### src/rledc_pkg.sv
// ----------------------------------------------------------------------------
// rledc_pkg
// Types, constants and BCD helpers shared by the run-length encoder.
// ----------------------------------------------------------------------------
`default_nettype none

package rledc_pkg;

  localparam int unsigned Digits = 5;
  localparam int unsigned RunW = 4 * Digits;
  localparam int unsigned CntW = 3;
  localparam logic [7:0] AsciiZero = 8'h30;

  typedef struct packed {
    logic [7:0] text_byte;
    logic       end_of_text;
  } in_item_t;

  typedef struct packed {
    logic [7:0] code_byte;
    logic       last_of_item;
    logic       end_of_code;
  } out_item_t;

  // One unit of output work: count digits (most significant in the top nibble),
  // then an optional literal byte.
  typedef struct packed {
    logic            valid;
    logic [CntW-1:0] dig_cnt;
    logic [RunW-1:0] digits;
    logic            has_lit;
    logic [7:0]      lit_byte;
    logic            eot;
  } job_t;

  typedef struct packed {
    logic            open;
    logic [RunW-1:0] run_bcd;
  } run_status_t;

  function automatic logic [RunW-1:0] to_bcd(int unsigned value);
    logic [RunW-1:0] r;
    int unsigned v;
    r = '0;
    v = value;
    for (int i = 0; i < Digits; i++) begin
      r[4*i +: 4] = 4'(v % 10);
      v = v / 10;
    end
    return r;
  endfunction

  function automatic logic [RunW-1:0] bcd_inc(logic [RunW-1:0] bcd);
    logic [RunW-1:0] r;
    logic            carry;
    logic [3:0]      d;
    r = '0;
    carry = 1'b1;
    for (int i = 0; i < Digits; i++) begin
      d = bcd[4*i +: 4];
      if (carry && d == 4'd9) begin
        r[4*i +: 4] = 4'd0;
      end else begin
        r[4*i +: 4] = d + {3'b000, carry};
        carry = 1'b0;
      end
    end
    return r;
  endfunction

  // Number of digits to print for a count; zero when the count is 0 or 1.
  function automatic logic [CntW-1:0] count_len(logic [RunW-1:0] bcd);
    logic [CntW-1:0] len;
    len = '0;
    for (int i = 0; i < Digits; i++) begin
      if (bcd[4*i +: 4] != 4'd0) len = CntW'(i + 1);
    end
    if (bcd[RunW-1:4] == '0 && bcd[3:0] <= 4'd1) len = '0;
    return len;
  endfunction

endpackage

`default_nettype wire

### src/rle_decimal_count_encoder.sv
// ----------------------------------------------------------------------------
// rle_decimal_count_encoder
// Run-length encoder that writes run counts as ASCII decimal digits.
// ----------------------------------------------------------------------------
// Each text item is folded into the open run in the cycle it is accepted and
// becomes one job: the digits of a closed or flushed run (only when the count
// exceeds one), then the new literal byte. The single output register sends
// one byte per cycle unless stalled, so an item that yields several bytes
// holds the input until its last byte is sent; an item that yields one byte
// or none keeps one item per cycle unless stalled. A run reaching MAX_RUN
// (limited to 1..99999) is closed and restarted. After an end-of-text item
// the encoder is back in its reset state. No start-up sweep is needed.
`default_nettype none

module rle_decimal_count_encoder
  import rledc_pkg::*;
#(
  parameter int unsigned MAX_RUN = 65535
) (
  input  wire logic      clk_i,
  input  wire logic      rst_ni,
  input  wire logic      in_valid_i,
  output logic           in_ready_o,
  input  wire in_item_t  in_item_i,
  output logic           out_valid_o,
  input  wire logic      out_ready_i,
  output out_item_t      out_item_o
);

  localparam int unsigned RunCap =
      (MAX_RUN > 99999) ? 99999 : ((MAX_RUN < 1) ? 1 : MAX_RUN);
  localparam logic [RunW-1:0] CapBcd = to_bcd(RunCap);

  logic        in_take;
  job_t        job;
  run_status_t status;

  assign in_take = in_valid_i && in_ready_o;

  rledc_run_tracker #(
    .CAP_BCD (CapBcd)
  ) u_tracker (
    .clk_i    (clk_i),
    .rst_ni   (rst_ni),
    .accept_i (in_take),
    .item_i   (in_item_i),
    .job_o    (job),
    .status_o (status)
  );

  rledc_emitter u_emitter (
    .clk_i       (clk_i),
    .rst_ni      (rst_ni),
    .take_i      (in_take),
    .job_i       (job),
    .ready_o     (in_ready_o),
    .out_valid_o (out_valid_o),
    .out_ready_i (out_ready_i),
    .out_item_o  (out_item_o)
  );

`ifndef NO_ASSERTIONS
  a_end_is_last: assert property (@(posedge clk_i) disable iff (!rst_ni)
    out_valid_o && out_item_o.end_of_code |-> out_item_o.last_of_item)
    else $error("end of code without last of item");

  a_eot_closes: assert property (@(posedge clk_i) disable iff (!rst_ni)
    in_take && in_item_i.end_of_text |=> !status.open && status.run_bcd == '0)
    else $error("run still open after end of text");

  a_run_capped: assert property (@(posedge clk_i) disable iff (!rst_ni)
    status.run_bcd <= CapBcd)
    else $error("run length beyond cap");

  a_idle_run_zero: assert property (@(posedge clk_i) disable iff (!rst_ni)
    !status.open |-> status.run_bcd == '0)
    else $error("run count held with no open run");
`endif

endmodule

`default_nettype wire

### src/rledc_run_tracker.sv
// ----------------------------------------------------------------------------
// rledc_run_tracker
// Holds the open run and turns each accepted item into one output job.
// ----------------------------------------------------------------------------
`default_nettype none

module rledc_run_tracker
  import rledc_pkg::*;
#(
  parameter logic [RunW-1:0] CAP_BCD = 20'h65535
) (
  input  wire logic        clk_i,
  input  wire logic        rst_ni,
  input  wire logic        accept_i,
  input  wire in_item_t    item_i,
  output job_t             job_o,
  output run_status_t      status_o
);

  logic [7:0]      prior_q, prior_d;
  logic            valid_q, valid_d;
  logic [RunW-1:0] run_q, run_d;

  logic            same;
  logic            at_cap;
  logic [RunW-1:0] count_src;
  logic [CntW-1:0] len;

  always_comb begin
    same    = valid_q && (item_i.text_byte == prior_q);
    // BCD words order the same way as their values
    at_cap  = run_q >= CAP_BCD;
    prior_d = prior_q;
    valid_d = 1'b1;
    job_o   = '0;

    if (same && !at_cap) begin
      run_d         = bcd_inc(run_q);
      job_o.has_lit = 1'b0;
    end else begin
      // close the current run, restart at one
      run_d         = RunW'(1);
      job_o.has_lit = 1'b1;
      prior_d       = item_i.text_byte;
    end

    // a literal follows the closed run; otherwise only an end flush prints digits
    if (job_o.has_lit) begin
      count_src = run_q;
    end else if (item_i.end_of_text) begin
      count_src = run_d;
    end else begin
      count_src = '0;
    end

    len            = count_len(count_src);
    job_o.dig_cnt  = len;
    job_o.digits   = count_src << {(CntW'(Digits) - len), 2'b00};
    job_o.lit_byte = item_i.text_byte;
    job_o.eot      = item_i.end_of_text;
    job_o.valid    = job_o.has_lit || (len != '0);

    if (item_i.end_of_text) begin
      prior_d = '0;
      valid_d = 1'b0;
      run_d   = '0;
    end
  end

  always_ff @(posedge clk_i or negedge rst_ni) begin
    if (!rst_ni) begin
      prior_q <= '0;
      valid_q <= 1'b0;
      run_q   <= '0;
    end else if (accept_i) begin
      prior_q <= prior_d;
      valid_q <= valid_d;
      run_q   <= run_d;
    end
  end

  assign status_o.open    = valid_q;
  assign status_o.run_bcd = run_q;

endmodule

`default_nettype wire

### src/rledc_emitter.sv
// ----------------------------------------------------------------------------
// rledc_emitter
// Job register and output register; serializes one job into output items.
// ----------------------------------------------------------------------------
`default_nettype none

module rledc_emitter
  import rledc_pkg::*;
(
  input  wire logic        clk_i,
  input  wire logic        rst_ni,
  input  wire logic        take_i,
  input  wire job_t        job_i,
  output logic             ready_o,
  output logic             out_valid_o,
  input  wire logic        out_ready_i,
  output out_item_t        out_item_o
);

  job_t      job_q, job_d;
  out_item_t out_q, sym;
  logic      out_valid_q, out_valid_d;
  logic      emit;

  always_comb begin
    emit = job_q.valid && (!out_valid_q || out_ready_i);
    if (job_q.dig_cnt != '0) begin
      sym.code_byte    = AsciiZero | {4'b0000, job_q.digits[RunW-1 -: 4]};
      sym.last_of_item = (job_q.dig_cnt == CntW'(1)) && !job_q.has_lit;
    end else begin
      sym.code_byte    = job_q.lit_byte;
      sym.last_of_item = 1'b1;
    end
    sym.end_of_code = sym.last_of_item && job_q.eot;
    ready_o = !job_q.valid || (emit && sym.last_of_item);
  end

  always_comb begin
    job_d = job_q;
    if (emit) begin
      if (sym.last_of_item) begin
        job_d.valid = 1'b0;
      end else if (job_q.dig_cnt != '0) begin
        // advance to the next digit
        job_d.dig_cnt = job_q.dig_cnt - CntW'(1);
        job_d.digits  = job_q.digits << 4;
      end
    end
    if (take_i) job_d = job_i;
    out_valid_d = emit || (out_valid_q && !out_ready_i);
  end

  always_ff @(posedge clk_i or negedge rst_ni) begin
    if (!rst_ni) begin
      job_q       <= '0;
      out_valid_q <= 1'b0;
    end else begin
      job_q       <= job_d;
      out_valid_q <= out_valid_d;
    end
  end

  always_ff @(posedge clk_i) begin
    if (emit) out_q <= sym;
  end

  assign out_valid_o = out_valid_q;
  assign out_item_o  = out_q;

endmodule

`default_nettype wire

### config.mk
export PLATFORM = sky130hd
export DESIGN_NAME = rle_decimal_count_encoder
export DESIGN_NICKNAME = d
export VERILOG_FILES = /design/src/rledc_pkg.sv /design/src/rle_decimal_count_encoder.sv /design/src/rledc_run_tracker.sv /design/src/rledc_emitter.sv
export SDC_FILE = /design/constraint.sdc
export NUM_CORES = 1
export LEC_CHECK = 0
export BUFFER_PORTS_ARGS = -buffer_cell sky130_fd_sc_hd__buf_2
export CORE_MARGIN = 8
export CORE_UTILIZATION = 40
export DETAILED_ROUTE_END_ITERATION = 8
export GPL_ROUTABILITY_DRIVEN = 0
export GPL_TIMING_DRIVEN = 1
export PLACE_DENSITY = 0.66
export SYNTH_ARGS = -nofsm -noshare
export SYNTH_HDL_FRONTEND = slang
export SYNTH_SLANG_ARGS = --single-unit
### constraint.sdc
create_clock -name clk_i -period 5.7 [get_ports clk_i]
set_input_delay 0 -clock clk_i [delete_from_list [all_inputs] [get_ports clk_i]]
set_output_delay 0 -clock clk_i [all_outputs]
set_load 0.005 [all_outputs]
======== Word level (Yosys, flattened, before mapping) ========
Index checks and enable logic that the tools add are counted.
cells by class
  shifts and indexed selects .............. 1
  $add $sub $neg .......................... 7
  multiplexer cells ....................... 33
  $lt $le $gt $ge ......................... 2
  equal/unequal tests ..................... 9
  reductions and logical operators ........ 36
operator list
  operator                                                         number
  2-to-1 mux 20 bit                                                4
  2-to-1 mux 23 bit                                                2
  2-to-1 mux 34 bit                                                1
  2-to-1 mux 24 bit                                                1
  == test 4 bit (second input constant)                            5
  >= comparator 20 x 19 -> 1 bit (second input constant)           1
  2-to-1 mux 4 bit                                                 5
  nonzero test 4 bit                                               5
  << shifter 20 x 5 -> 20 bit                                      1
  adder 4 x 1 -> 4 bit                                             4
  zero test 16 bit                                                 1
  2-to-1 mux 8 bit                                                 2
  logical AND 1 bit                                                13
  2-to-1 mux 1 bit                                                 12
  2-to-1 mux 3 bit                                                 3
  == test 8 bit                                                    1
  nonzero test 2 bit                                               3
  nonzero test 3 bit                                               2
  zero test 1 bit                                                  5
  2-to-1 mux 5 bit                                                 1
  adder 4 x 1 -> 4 bit (second input constant)                     1
  less-or-equal comparator 4 x 1 -> 1 bit (second input constant)  1
  logical OR 1 bit                                                 4
  2-to-1 mux 2 bit                                                 2
  other kinds (6)                                                  8
storage, ports and cells
  bits in registers ....................... 74
  input port bits ......................... 13
  word-level logic and storage cells ...... 102
  output and inout bits ................... 12

======== Longest topological paths before layout ========
Gate-level depths: netlist of run 1.
  depth after elaboration ................. 28
  gate-level depth with buffers ........... 18
  mapped depth without buffers ............ 16

======== By module ========
From an unflattened synthesis of run 1, not the netlist that was laid out.
unflattened totals
  cell total of the unflattened synthesis .. 564
  area, all modules ....................... 4944.7 µm²
by module, submodules not included
  module                     seq. area each (µm²)  times used  cells an instance  area an instance (µm²)
  rledc_run_tracker          725.7                 1           378                2904.0
  rledc_emitter              1176.1                1           185                2034.5
  rle_decimal_count_encoder  0.0                   1           1                  6.3

======== Worst setup path after synthesis of run 1 ========
Ideal clock, no wire load.
  path type ............................... reg-to-reg
  start point ............................. register u_tracker.run_q[1]
  end point ............................... register u_emitter.job_q[26] (netlist bit)
  data arrival time ....................... 3.287 ns
  cell stages (with the launch flop) ...... 19
  clock period less this slack ............ 3.416 ns
  data required time ...................... 5.571 ns
  path slack .............................. 2.284 ns
  path buffers ............................ 2
  setup time .............................. 0.129 ns
  cell sequence ........................... dfrtp_1 inv_1 ha_1 and3b_1 buf_2 nand4_1 inv_1 ha_1 ha_1 and2_1 a21oi_1 o31ai_1 and2b_1 mux2_2 and2_1 buf_2 a21oi_4 a21oi_1 o41a_1
on the way
  cells in the longest elaborated chain, start to end .. 23
  elaborated cells on any way between the ends .. 46
  those cells by class .................... add/sub: 6; order compare: 2; eq/ne: 1; shift: 1; mux: 23; reduce/logical: 13
ends and longest elaborated chain
  element                                                        line                              text
  start: declaration                                             rledc_run_tracker.sv:22           logic [RunW-1:0] run_q, run_d;
  start signal: assignment                                       rledc_run_tracker.sv:78           run_q <= run_d;
  == test 4 bit                                                  rledc_pkg.sv:61                   if (carry && d == 4'd9) begin
  2-to-1 mux 1 bit                                               rledc_pkg.sv:61
  2-to-1 mux 1 bit                                               rledc_run_tracker.sv:37           if (same && !at_cap) begin
  logical AND 1 bit                                              rledc_pkg.sv:61
  2-to-1 mux 1 bit                                               rledc_pkg.sv:61
  2-to-1 mux 1 bit                                               rledc_run_tracker.sv:37
  logical AND 1 bit                                              rledc_pkg.sv:61
  2-to-1 mux 1 bit                                               rledc_pkg.sv:61
  (+7 left out)                                                  --
  2-to-1 mux 20 bit                                              rledc_run_tracker.sv:50           end else if (item_i.end_of_text) begin
  2-to-1 mux 20 bit (*)                                          rledc_run_tracker.sv:48           if (job_o.has_lit) begin
  zero test 16 bit / nonzero test 4 bit (equally long branches)  rledc_pkg.sv:78, rledc_pkg.sv:76
  logical AND 1 bit / 2-to-1 mux 3 bit (equally long branches)   rledc_pkg.sv:78, rledc_pkg.sv:76
  2-to-1 mux 3 bit                                               rledc_pkg.sv:78                   if (bcd[RunW-1:4] == '0 && bcd[3:0] <= 4'd1) len = '0;
  subtractor 3 bit                                               rledc_run_tracker.sv:58           job_o.digits = count_src << {(CntW'(Digits) - len), 2'b00};
  << shifter 20 x 5 -> 20 bit (*)                                rledc_run_tracker.sv:58
  2-to-1 mux 34 bit (*)                                          rledc_emitter.sv:49               if (take_i) job_d = job_i;
  end signal: assignment                                         rledc_emitter.sv:58               job_q <= job_d;
  end: declaration                                               rledc_emitter.sv:20               job_t job_q, job_d;
Every way passes the cells marked *; elsewhere a longest branch is shown, timed or not. The select of a mux whose other input is x is not followed.
A chain may end at the register's enable or synchronous reset.

======== Worst setup path after layout of run 1 ========
Ends and elaborated chain as after synthesis.

==> results of run 1 <==
[per-stage QoR]
stage               worst slack, ns  std cells
floorplan                     2.284        544
global placement              2.037        684
detailed placement            1.918        684
CTS                           1.891        711
global route                  1.592        711
finish                        1.859        711
[cell usage after synthesis (all sizes together), types with 9 or more instances]
cell	instances
ha	14
a22o	12
nand3	37
dfrtp	64
a21oi	34
edfxtp	10
nand2b	11
o21ai	45
nand2	104
a31oi	10
inv	16
nor2	28
clkbuf	17
xnor2	10
buf	14
mux2i	9
[state kept, by name, summed over array words and instances, names as in the netlist]
| name | flops |
|---|---|
| u_tracker.prior_q | 8 |
| u_emitter.out_item_o | 10 |
| u_emitter.out_valid_o | 1 |
| u_tracker.valid_q | 1 |
| u_emitter.job_q | 34 |
| u_tracker.run_q | 20 |
[power breakdown]
| group | internal, mW | leakage (nW) | total [mW] | switching (mW) |
|---|---|---|---|---|
| clock network | 0.347 | 0.151 | 0.587 | 0.241 |
| logic | 0.263 | 1.20 | 0.651 | 0.389 |
| registers | 0.701 | 0.937 | 0.784 | 0.0829 |
| total | 1.31 | 2.29 | 2.02 | 0.712 |
[path summary, 6_finish.rpt]
check / start / to / slack [ns] / cells after the start
setup / recovery: u_tracker.run_q[1]$_DFFE_PN0P_ / u_emitter.job_q[26]$_DFFE_PN0P_ / 1.86 / 16
hold / removal: in_item_i[0] / u_tracker.valid_q$_DFFE_PN0P_ / 0.17 / 2
setup reg to reg: u_tracker.run_q[1]$_DFFE_PN0P_ / u_emitter.job_q[26]$_DFFE_PN0P_ / 1.86 / 16
hold reg to reg: u_emitter.job_q[7]$_DFFE_PN0P_ / u_emitter.job_q[7]$_DFFE_PN0P_ / 0.46 / 2
max in group asynchronous: rst_ni / u_tracker.run_q[9]$_DFFE_PN0P_ / 4.77 / 3
min in group asynchronous: rst_ni / u_tracker.run_q[16]$_DFFE_PN0P_ / 0.37 / 3
[per-layer routing]
| metal | up-vias | global-route usage, % | wire (um) |
|---|---|---|---|
| met5 | - | 0 | 0 |
| met4 | 0 | 6.520 | 252 |
| met3 | 29 | 3.745 | 951 |
| met2 | 183 | 23.80 | 5643 |
| met1 | 2018 | 22.21 | 5760 |
| li1 | 1999 | - | - |
[area by class of cell]
cell class                      instances  area [sq um]
Clock buffer                            9         225.2
Clock inverter                          7         82.58
Fill cell                            1071          6150
Inverter                               16         60.06
Multi-Input combinational cell        423          2609
Sequential cell                        74          1902
Tap cell                              143         178.9
Timing Repair Buffer                   39         260.3
[kinds of logic after synthesis]
family,count (synthesis),share of synthesized area (%)
adder cells (fa/ha/maj),14,3.715
AND/OR/NAND/NOR,230,23.91
AO/OA/AOI/OAI,150,21.33
multiplexers,17,4.059
buffers and inverters,47,4.431
XOR/XNOR,12,2.229
flip-flops,74,40.33
[worst max-delay path: stages (launching register included)]
cell     delay, ns
dfrtp_1       0.42
inv_1         0.11
ha_1          0.21
and3b_1       0.32
nand4_1       0.23
inv_1         0.17
ha_1          0.19
ha_1          0.22
nor2_1        0.05
a21oi_1       0.13
o31ai_1       0.09
and2b_1       0.23
mux2_2        0.37
and2_1        0.29
a21oi_4       0.19
a21oi_1       0.06
o41a_1        0.43
==> results.md, run 1 <==
- The flow ran to the end, and the final reports show no timing, DRC or antenna violations.
- The number of pins exceeding their max-slew limit in the final report is 0.
- The finished cells cover roughly 0.0053 sq mm.
- After layout, the design draws a total of between 2 and 2.5 mW.
- On the final layout, the worst hold slack is ~0.17 ns.
- The count of buffers added on input and output ports is 24.
- For the final database, setup skew stands at about 0.0068 ns.
- The buffers inserted during post-CTS setup optimization is 0.
- The detailed-route wire length per cell is 17.73 um.
- The leading cell type in the layout, fill and taps excluded is nand2_1.
- The post-synthesis instance area is between 0.004 and 0.005 sq mm.
- The leakage power of the design is 2.289 nW.
- The peak fanout along the critical path is 12.
- The share of the Yosys chip area taken by registers is approximately two fifths.
- Dividing total power by cell area gives a power density of roughly 380 mW/mm^2.
- The largest voltage drop on the vdd net is 0.3424 mV.
- The first global-routing pass estimated between 20000 and 25000 um of wire.
- The wire length after detailed routing is around 13000 um.
- After global routing the overflow that remains totals 0.
- After detailed routing, the number of remaining DRC violations is 0.
- Counting the buffers created by CTS gives 9.
- The routed via count divided by cell count is slightly below 6.
- After technology mapping, the gate count stands at around 540.
- The setup total negative slack is 0 ns.
- The die span in y is 124.6 um.
- The area fraction of the dominant cell type after synthesis is roughly a third.
- The post-CTS resize count is 0.
- The detail route stage leaves a number of antenna-violating nets equal to 0.
- The chip width is approximately 120 um.
- A synthesized cell averages 8.669 sq um.
- Entering global routing, the biggest net connects between 60 and 70 pins.
- The number of antenna violations at the first check in global routing is 0.
- For the worst setup path, the data arrival time is ~4.1 ns.
- The CTS tree is built.
- The type of the worst min-delay path is in2reg.
- The final period demand of the worst path is 3.841 ns.
- The detailed router finished its first iteration with around 550 violations.
- The layout net count is 590.
- The worst setup path is of the reg2reg kind.
- Data on the critical path is required at its endpoint by a little under 6 ns.
- The prevailing post-synth register cell is dfrtp_1.
- Max-cap violations in this run came to 0.
- Setup repair after global routing left no endpoint under its margin.
- The number of buffers on the longest clock path is 2.
- The number of enable flip-flop cells after synthesis is 10.
- Counting flops and latches in the post-synthesis netlist gives 74.
- Clock-pin slew was measured on the worst setup and hold paths at roughly 0.060 ns.
- The length of the first detailed-routing pass in iterations is 5.
- Clock tree synthesis selected as its root buffer the cell clkbuf_16.
- The distinct cell type count of the synthesized netlist is about 70.
- Of the available clock period, the critical path in the final layout requires slightly below 70%.
- The Yosys step of the flow raised 0 warnings.
- The proportion of layout cells with a drive suffix above 1 is a little under an eighth.
- In this run, post-CTS hold repair placed 11 buffers.
- The number of global-route vias before repair is around 4k.
- The initial core utilization is between 40% and 50%.
- The H-tree depth reported by CTS is 3.
- In this run the cell area measured after placement is a little under 0.005 sq mm.
- 25 I/O pins were placed.
- By area the synthesized netlist is led by dfrtp_1, nand2_1, edfxtp_1.
- The total global-route track usage is between 15 and 20%.
- After floorplanning, the core was divided into 39 placement rows.
- The library cell with the largest summed area after synthesis is dfrtp_1.
- The wire-length estimate of the detail-placed layout is between 8000 and 9000 um.
- Synthesis produced a netlist with a net count of between 500 and 600.
- Clock latency on the worst-skew pair, taken at its later pin, is ~0.34 ns.
- The number of hold violations in the final report came to 0.
- The area added between synthesis and finish is 12.76%.
- The core region area is between 0.01 and 0.015 sq mm.
- The area of the die is ~0.016 sq mm.
- The total via count after detailed routing is roughly 4.2k.
- The number of antenna repair diodes is 0.
- The proportion of register bits with asynchronous set or reset after synthesis is between 80% and 90%.
- Measured against its own limit, the worst slew margin works out to around 24%.
- The clock sink count is 74.
- Setup violations remaining at the end of the flow were counted as 0.
- The capturing element type of the critical path is a flip-flop.
- At the pin with the least slew margin, the transition time is 1.137 ns.
- In the layout the commonest cells are nand2_1, dfrtp_1, nand3_1.
- The post-layout utilization of the core is about 46%.
- The sort of element at the start of the critical path is a flip-flop.
- The peak clock frequency supported by timing is between 200 and 300 MHz.
Note: power is estimated with default switching activity, not from simulation.
==> run 2, diff against run 1 <==
- ABC_AREA: not set -> 1
- PLACE_DENSITY: 0.66 -> 0.68
- clock period: 5.7 -> 3.4 ns (I/O delays scaled with it)
==> run 2 against run 1 <==
Compared with the run above: global-route usage is 0.65 points higher; first-iteration DRC count decreased by 24%; total power increased by 69%; cell area rose by 6.0%; synthesized cell count increased by 22%; clock skew is 0.0014 ns higher; combinational power is 84% higher; largest power group unchanged; sequential power rose by 73%.
==> results.md, run 2 <==
- The dominant cell type by count on the critical path is nand2_1 (was ha_1).
- Series of cell instances along the critical path: inv_2, ha_4, nand2_2, nor2_4, inv_2, nor2_4, buf_4, ha_1, ha_1, xor2_1, nand4_1, o21ai_1, nor2_1, nand2_1, nor2_4, nand3_4, nand2_8, buf_4, nand2_1, nand2_1, nand2_1, nand3_1, a21oi_1 (was inv_1, ha_1, and3b_1, nand4_1, inv_1, ha_1, ha_1, nor2_1, a21oi_1, o31ai_1, and2b_1, mux2_2, and2_1, a21oi_4, a21oi_1, o41a_1).
- The sort of element at the start of the critical path is a flip-flop (unchanged).
- The cell family contributing the most delay on the critical path is simple AND/OR/NAND/NOR gates (unchanged).
- The post-synthesis instance area came to 0.004801 sq mm (was 0.004716 sq mm).
- The sequential fraction of the synthesis area is 39.61% (was 40.33%).
- The chip width was 125.6 um (was 124.6 um).
- The length of the first detailed-routing pass in iterations is 7 (was 5).
- The number of antenna violations at the first check in global routing is 0 (unchanged).
- The wire length after detailed routing was 13040 um (was 12610 um).
- The type of the worst min-delay path is in2reg (unchanged).
- The final-report setup violation count was 0 (unchanged).
- The prevailing post-synth register cell is dfrtp_1 (unchanged).
- The row count is 40 (was 39).
- The capturing element type of the critical path was a flip-flop (unchanged).
- Most area-consuming cells after synthesis: dfrtp_1, nand2_1, nand3_1 (was dfrtp_1, nand2_1, edfxtp_1).
- The detailed-route wire length per cell is 15.04 um (was 17.73 um).
- The layout net count was 742 (was 590).
- The startpoint of the worst-slack reg-to-reg timing path is u_tracker.run_q[1]$_DFFE_PN0P_ (unchanged).
- The total of buffers placed on input and output ports is 24 (unchanged).
- The per-instance average area after synthesis is 7.219 sq um (was 8.669 sq um).
- The number of filler cells placed in the layout is 1163 (was 1071).
- The worst relative slew slack came to 33.92% (was 24.19%).
- The hold-critical path depth is 5 (was 2).
- The setup total negative slack is 0 ns (unchanged).
- The clock input transition at the sequential cells of the worst setup and hold paths is 0.06 ns (about the same).
- The initial DRC count was 418 (was 552).
- The number of violations of the max-capacitance limit is 0 (unchanged).
- The proportion of register bits with asynchronous set or reset after synthesis is 86.49% (unchanged).
- The total chip power was 3.426 mW (was 2.022 mW).
- The distinct cell type count of the synthesized netlist is 43 (was 69).
- The core region area is 0.01186 sq mm (was 0.01147 sq mm).
- The count of buffer and inverter cells on the critical path is 4 (was 2).
- The number of buffers on the longest clock path is 2 (unchanged).
- The end point of the most critical hold path is u_tracker.run_q[11]$_DFFE_PN0P_ (was u_tracker.valid_q$_DFFE_PN0P_).
- The cell with the most instances after synthesis is nand2_1 (unchanged).
- The library cell with the largest summed area after synthesis is dfrtp_1 (unchanged).
- The routed via count divided by cell count is 5.412 (was 5.948).
- The critical path data arrival time is 3.50 ns (was 4.06 ns).
- The worst reg-to-reg path cell count came to 23 (was 16).
- The ratio of final minimum period to clock period is 95.50% (was 67.39%).
- The final antenna-violating net count is 0 (unchanged).
- The slowest stage cell on the critical path is dfrtp_1 (was o41a_1).
- The largest net degree at the start of global routing came to 45 (was 65).
- The first-pass GRT wire length is 21700 um (was 20800 um).
- The critical hold path startpoint is in_valid_i (was in_item_i[0]).
- The number of top-level pins came to 25 (unchanged).
- The capturing point of the worst reg2reg path was u_emitter.job_q[20]$_DFFE_PN0P_ (was u_emitter.job_q[26]$_DFFE_PN0P_).
- The proportion of layout cells with a drive suffix above 1 is 17.22% (was 11.97%).
- The total clock buffers created by CTS is 9 (unchanged).
- The register containing the most flip-flops in the final layout is u_emitter.job_q (unchanged).
- The leakage power of the design came to 2.755 nW (was 2.289 nW).
- The number of hold violations in the final report came to 0 (unchanged).
- The power density of the placed cells is 607.8 mW/mm^2 (was 380.3 mW/mm^2).
- The H-tree depth reported by CTS is 3 (unchanged).
- The pin slew with the least headroom to its limit is 0.9913 ns (was 1.137 ns).
- Most frequent cells in the layout: nand2_1, nor2_1, inv_1 (was nand2_1, dfrtp_1, nand3_1).
- The number of pins exceeding their max-slew limit in the final report is 0 (unchanged).
- The CTS tree is built (unchanged).
- The critical setup path kind was reg2reg (unchanged).
- The cell at the root of the clock tree is clkbuf_16 (unchanged).
- The final period demand of the worst path is 3.247 ns (was 3.841 ns).
- The leading cell type in the layout, fill and taps excluded was nand2_1 (unchanged).
- The endpoint required time on the critical path is 3.66 ns (was 5.92 ns).
- The die span in y is 125.6 um (was 124.6 um).
- The total global-route track usage is 16.80% (was 16.16%).
- The total via count after detailed routing was 4692 (was 4229).
- The final setup skew is 0.008213 ns (was 0.006836 ns).
- Run status: finished, final reports clean (unchanged).
- The flop and latch count out of synthesis was 74 (unchanged).
- The final worst slack was 0.1531 ns (was 1.859 ns).
- The cell area after layout came to 0.005637 sq mm (was 0.005318 sq mm).
- The initial core utilization was 40.47% (was 41.12%).
- The area fraction of the dominant cell type after synthesis is 33.36% (was 33.96%).
- The area added between synthesis and finish is 17.41% (was 12.76%).
- The largest voltage drop on the vdd net is 0.1837 mV (was 0.3424 mV).
- The longest individual stage delay on the worst path came to 0.42 ns (was 0.43 ns).
- The worst-skew pair later-pin latency came to 0.34 ns (about the same).
- The peak clock frequency supported by timing is 308.0 MHz (was 260.3 MHz).
- Leading cell types by count after synthesis: nand2_1, nor2_1, inv_1 (was nand2_1, dfrtp_1, nand3_1).
- The number of global-route vias before repair is 4574 (was 3998).
- The flip-flop count of the largest register after layout was 34 (unchanged).
- The number of nets in the synthesized netlist is 692 (was 571).
- The internal reg-to-reg setup slack is 0.15 ns (was 1.86 ns).
- The Yosys warning count is 0 (unchanged).
- The clock sink count is 74 (unchanged).
- The number of enable flip-flop cells after synthesis is 10 (unchanged).
- The post-route DRC violation count is 0 (unchanged).
- The peak fanout along the critical path was 8 (was 12).
- The total congestion overflow is 0 (unchanged).
- The instance area at placement is 0.005136 sq mm (was 0.004900 sq mm).
- The placed wire-length estimate after detailed placement is 9332 um (was 8783 um).
- The area of the die is 0.01576 sq mm (was 0.01552 sq mm).
- The post-place setup slack is -0.02978 ns (was 1.918 ns).
- The synthesized instance count is 665 (was 544).
- The number of antenna repair diodes is 0 (unchanged).
==> run 2: worst register-to-register path: stages, from the launching register on <==
cell     delay [ns]
dfrtp_1        0.42
inv_2          0.11
ha_4           0.14
nand2_2        0.07
nor2_4         0.15
inv_2          0.07
nor2_4         0.11
buf_4          0.16
ha_1           0.17
ha_1           0.16
xor2_1         0.14
nand4_1        0.19
o21ai_1        0.24
nor2_1         0.07
nand2_1        0.11
nor2_4         0.06
nand3_4        0.11
nand2_8        0.08
buf_4          0.14
nand2_1        0.10
nand2_1        0.07
nand2_1        0.06
nand3_1        0.07
a21oi_1        0.15
==> run 2: layer usage <==
layer | share of wire [%] | global-route usage [%]
met1 | 43 | 20.80
met4 | 2.3 | 8.095
met2 | 49 | 27.69
met5 | 0 | 0
met3 | 6.2 | 3.060
==> run 2: layout make-up <==
cell class              instances  area, sq um  share of cell area (%)
clock buffers                  11        232.7                   4.129
clock inverters                 5        31.28                  0.5549
inverters                      85        324.1                   5.749
multi-input cells             486         2550                   45.24
flip-flops and latches         74         1902                   33.74
well taps                     147        183.9                   3.263
repair buffers                 59        412.9                   7.325
==> run 2: cells by family (layout without fill, tap and decap cells) <==
group / Yosys count / in the layout / synth area share [%]
buffers and inverters: 105 / 160 / 9.147
AND/OR/NAND/NOR: 361 / 361 / 34.19
AO/OA/AOI/OAI: 102 / 102 / 11.75
flip-flops: 74 / 74 / 39.61
XOR/XNOR: 9 / 9 / 1.642
adder cells (fa/ha/maj): 14 / 14 / 3.649
==> run 2: worst max path at each step <==
| stage | depth (start not counted) | from | to | slack, ns |
|---|---|---|---|---|
| 2_1_floorplan | 26 | u_tracker.run_q[1]$_DFFE_PN0P_ | u_emitter.job_q[24]$_DFFE_PN0P_ | 0.27 |
| 3_3_place_gp | 25 | u_tracker.run_q[1]$_DFFE_PN0P_ | u_emitter.job_q[27]$_DFFE_PN0P_ | 0.06 |
| 3_5_place_dp | 25 | u_tracker.run_q[1]$_DFFE_PN0P_ | u_emitter.job_q[27]$_DFFE_PN0P_ | -0.03 |
| 4_1_cts | 26 | u_tracker.run_q[1]$_DFFE_PN0P_ | u_emitter.job_q[27]$_DFFE_PN0P_ | 0.03 |
| 5_1_grt | 24 | u_tracker.run_q[1]$_DFFE_PN0P_ | u_emitter.job_q[28]$_DFFE_PN0P_ | -0.06 |
| 6_report | 23 | u_tracker.run_q[1]$_DFFE_PN0P_ | u_emitter.job_q[20]$_DFFE_PN0P_ | 0.15 |
==> run 2: metrics by stage <==
step	hold slack [ns]	instances	utilization [%]
floorplan	-0.2956	665	-
global placement	0.2122	836	43.30
detailed placement	0.2124	836	43.30
CTS	0.1531	862	46.43
global route	0.2329	867	47.52
finish	0.1683	867	47.52
==> run 2: repair_timing <==
item,4_1_cts,5_1_grt
hold buffers,10,0
endpoints found under the hold margin,59,0
gates resized for setup,2,25
setup endpoints to repair,5,22
pin swaps,0,8
gates cloned,0,1
setup buffers,0,4
==> run 2: power breakdown <==
part / internal [mW] / leakage [nW] / switching (mW)
registers: 1.21 / 0.910 / 0.147
logic: 0.427 / 1.73 / 0.771
clock network: 0.491 / 0.119 / 0.380
==> run 3, diff against run 2 <==
- CELL_PAD_IN_SITES_DETAIL_PLACEMENT: not set -> 2
- CELL_PAD_IN_SITES_GLOBAL_PLACEMENT: not set -> 2
- CORE_UTILIZATION: 40 -> 32
- PLACE_DENSITY: 0.68 -> not set
- PLACE_DENSITY_LB_ADDON: not set -> 0.12
==> run 3 against run 2 <==
Compared with the run above: setup slack got worse by 0.013 ns; non-clock buffer count is 15 higher; clock power up 17%; worst hold slack lost 0.16 ns; cell count is 6.0% higher; largest cell class unchanged.
==> results.md, run 3 (synthesis gave the netlist of run 2 again) <==
- The first-pass GRT wire length is 28360 um (was 21700 um).
- The portion of total power attributed to the clock network came to 27.9% (was 25.4%).
- The post-route DRC violation count came to 0 (unchanged).
- The proportion of layout cells with a drive suffix above 1 was 22.86% (was 17.22%).
- The leakage power of the design is 2.862 nW (was 2.755 nW).
- The chip width is 138.5 um (was 125.6 um).
- The setup total negative slack is 0 ns (unchanged).
- The layout net count is 757 (was 742).
- The number of filler cells placed in the layout is 1700 (was 1163).
- The power density of the placed cells is 608.8 mW/mm^2 (was 607.8 mW/mm^2).
- The switching power share of the total came to 39.06% (was 37.89%).
- The total global-route track usage is 18.15% (was 16.80%).
- The number of buffers on the longest clock path is 2 (unchanged).
- The post-place setup slack came to -0.1344 ns (was -0.02978 ns).
- The capturing element type of the critical path is a flip-flop (unchanged).
- The length of the first detailed-routing pass in iterations is 4 (was 7).
- The hold-critical path depth is 3 (was 5).
- The die span in y is 138.5 um (was 125.6 um).
- The area added between synthesis and finish was 25.02% (was 17.41%).
- The ratio of final minimum period to clock period is 95.87% (was 95.50%).
- The initial core utilization was 32.91% (was 40.47%).
- The number of antenna violations at the first check in global routing is 0 (unchanged).
- The number of hold violations in the final report came to 0 (unchanged).
- The final-report setup violation count is 0 (unchanged).
- The endpoint required time on the critical path is 3.63 ns (was 3.66 ns).
- The number of top-level pins is 25 (unchanged).
- The critical path data arrival time is 3.49 ns (was 3.50 ns).
- The largest net degree at the start of global routing is 42 (was 45).
- The peak clock frequency supported by timing is 306.8 MHz (was 308.0 MHz).
- The number of global-route vias before repair is 5173 (was 4574).
- The number of pins exceeding their max-slew limit in the final report was 0 (unchanged).
- The core region area was 0.01459 sq mm (was 0.01186 sq mm).
- The type of the worst min-delay path is in2reg (unchanged).
- The post-layout utilization of the core is 41.14% (was 47.52%).
- The CTS tree is built (unchanged).
- The sequential share of power is 37.1% (was 39.6%).
- The number of antenna repair diodes is 0 (unchanged).
- The peak fanout along the critical path is 7 (was 8).
- The final antenna-violating net count is 0 (unchanged).
- The largest voltage drop on the vdd net is 0.2299 mV (was 0.1837 mV).
- The worst reg-to-reg path cell count is 23 (unchanged).
- The total of buffers placed on input and output ports is 24 (unchanged).
- The routed via count divided by cell count was 5.136 (was 5.412).
- The initial DRC count is 200 (was 418).
- The placed wire-length estimate after detailed placement was 13150 um (was 9332 um).
- The area of the die is 0.01918 sq mm (was 0.01576 sq mm).
- The total congestion overflow is 0 (unchanged).
- The total clock buffers created by CTS came to 9 (unchanged).
- The cell at the root of the clock tree is clkbuf_16 (unchanged).
- The area taken by multi-input logic gates is 0.002669 sq mm (was 0.002550 sq mm).
- The row count was 44 (was 40).
- The cell area after layout is 0.006002 sq mm (was 0.005637 sq mm).
- The internal portion of total power is 2.227 mW (was 2.128 mW).
- The switching power of the nets is 1.427 mW (was 1.298 mW).
- The final worst hold slack came to 0.009200 ns (was 0.1683 ns).
- The worst-skew pair later-pin latency is 0.35 ns (was 0.34 ns).
- The clock sink count is 74 (unchanged).
- The detailed-route wire length per cell is 19.09 um (was 15.04 um).
- The clock input transition at the sequential cells of the worst setup and hold paths is 0.07 ns (was 0.06 ns).
- The final setup skew is 0.008592 ns (was 0.008213 ns).
- The total via count after detailed routing is 4720 (was 4692).
- The footprint of the flip-flops and latches is 0.001902 sq mm (unchanged).
- The proportion of power drawn by combinational gates is 34.9% (was 35.0%).
- The wire length after detailed routing came to 17540 um (was 13040 um).
- The internal reg-to-reg setup slack is 0.14 ns (was 0.15 ns).
- The pin slew with the least headroom to its limit is 0.9753 ns (was 0.9913 ns).
- The flip-flop count of the largest register after layout is 34 (unchanged).
- The critical setup path kind is reg2reg (unchanged).
- Most frequent cells in the layout: nand2_1, inv_1, nor2_1 (was nand2_1, nor2_1, inv_1).
- The final period demand of the worst path is 3.260 ns (was 3.247 ns).
- Run status: finished, final reports clean (unchanged).
- The worst relative slew slack is 34.98% (was 33.92%).
- The leading cell type in the layout, fill and taps excluded is nand2_1 (unchanged).
- The register containing the most flip-flops in the final layout is u_emitter.job_q (unchanged).
- The final worst slack is 0.1405 ns (was 0.1531 ns).
- The H-tree depth reported by CTS is 3 (unchanged).
- The number of violations of the max-capacitance limit is 0 (unchanged).
- The sort of element at the start of the critical path is a flip-flop (unchanged).
- The instance area at placement was 0.005248 sq mm (was 0.005136 sq mm).
run 3: changes by cell type in the layout (fill, tap and decap cells not counted), moves of 4 or more:
| cell | previous run | this run |
|---|---|---|
| clkinv_4 | 0 | 4 |
| buf_4 | 22 | 35 |
| ha_1 | 12 | 7 |
| nand2_1 | 167 | 162 |
| nor2_1 | 69 | 65 |
| xor2_1 | 8 | 4 |
| xor2_2 | 0 | 4 |
| nand2_2 | 16 | 21 |
run 3: critical path, cell delays in order (launching register included):
cell and delay [ns]:
dfrtp_1 0.39, inv_2 0.10, ha_4 0.14, nand2_2 0.07, nor2_4 0.14, inv_2 0.07
nor2_4 0.13, buf_6 0.15, ha_4 0.16, ha_4 0.13, xor2_1 0.15, nand4_1 0.17
buf_4 0.18, o21ai_2 0.14, nor2_1 0.06, nand2_1 0.10, nor2_4 0.06, nand3_4 0.12
nand2_8 0.09, clkbuf_16 0.17, a21oi_2 0.15, nand3_2 0.11, nand2_2 0.09, a21oi_2 0.05
run 3: path summary, 6_finish.rpt:
kind,startpoint,endpoint
max reg2reg,u_tracker.run_q[1]$_DFFE_PN0P_,u_emitter.job_q[27]$_DFFE_PN0P_
max,u_tracker.run_q[1]$_DFFE_PN0P_,u_emitter.job_q[27]$_DFFE_PN0P_
min reg2reg,u_emitter.job_q[6]$_DFFE_PN0P_,u_emitter.job_q[6]$_DFFE_PN0P_
max in group asynchronous,rst_ni,u_tracker.run_q[8]$_DFFE_PN0P_
min,in_item_i[8],u_tracker.prior_q[7]$_DFFE_PN0P_
min in group asynchronous,rst_ni,u_emitter.job_q[7]$_DFFE_PN0P_
run 3: final cells by class:
class	instances	share of cell area, %
clock inverter	7	1.418
inverter	85	5.399
tap	184	3.836
clock buffer	9	3.752
timing repair buffer	74	9.443
multi-input combinational	486	44.47
sequential	74	31.69
run 3: power groups by stage:
stage / combinational (mW) / sequential [mW] / clock (mW)
2_1_floorplan: 0.786 / 1.33 / 0
3_3_place_gp: 1.17 / 1.36 / 0
3_5_place_dp: 1.22 / 1.37 / 0
4_1_cts: 1.25 / 1.36 / 1.04
5_1_grt: 1.45 / 1.39 / 1.08
6_report: 1.28 / 1.36 / 1.02
run 3: timing repair:
action,CTS,global route
gates resized for setup,12,43
gates cloned,0,2
setup buffers,1,12
setup endpoints to repair,20,23
hold endpoints to repair,53,0
hold buffers,8,0
pin swaps,1,18
run 3: layer usage:
| metal | track usage (%) | up-vias | share of wire, % |
|---|---|---|---|
| met5 | 0 | - | 0 |
| met4 | 6.293 | 0 | 1.7 |
| met3 | 2.397 | 18 | 1.7 |
| met2 | 30.25 | 37 | 49 |
| met1 | 23.58 | 2356 | 48 |
| li1 | - | 2309 | - |
run 3: through the flow:
stage          power (mW)  std cells
2_1_floorplan       2.119        665
3_3_place_gp        2.522        880
3_5_place_dp        2.598        880
4_1_cts             3.645        905
5_1_grt             3.917        919
6_report            3.654        919
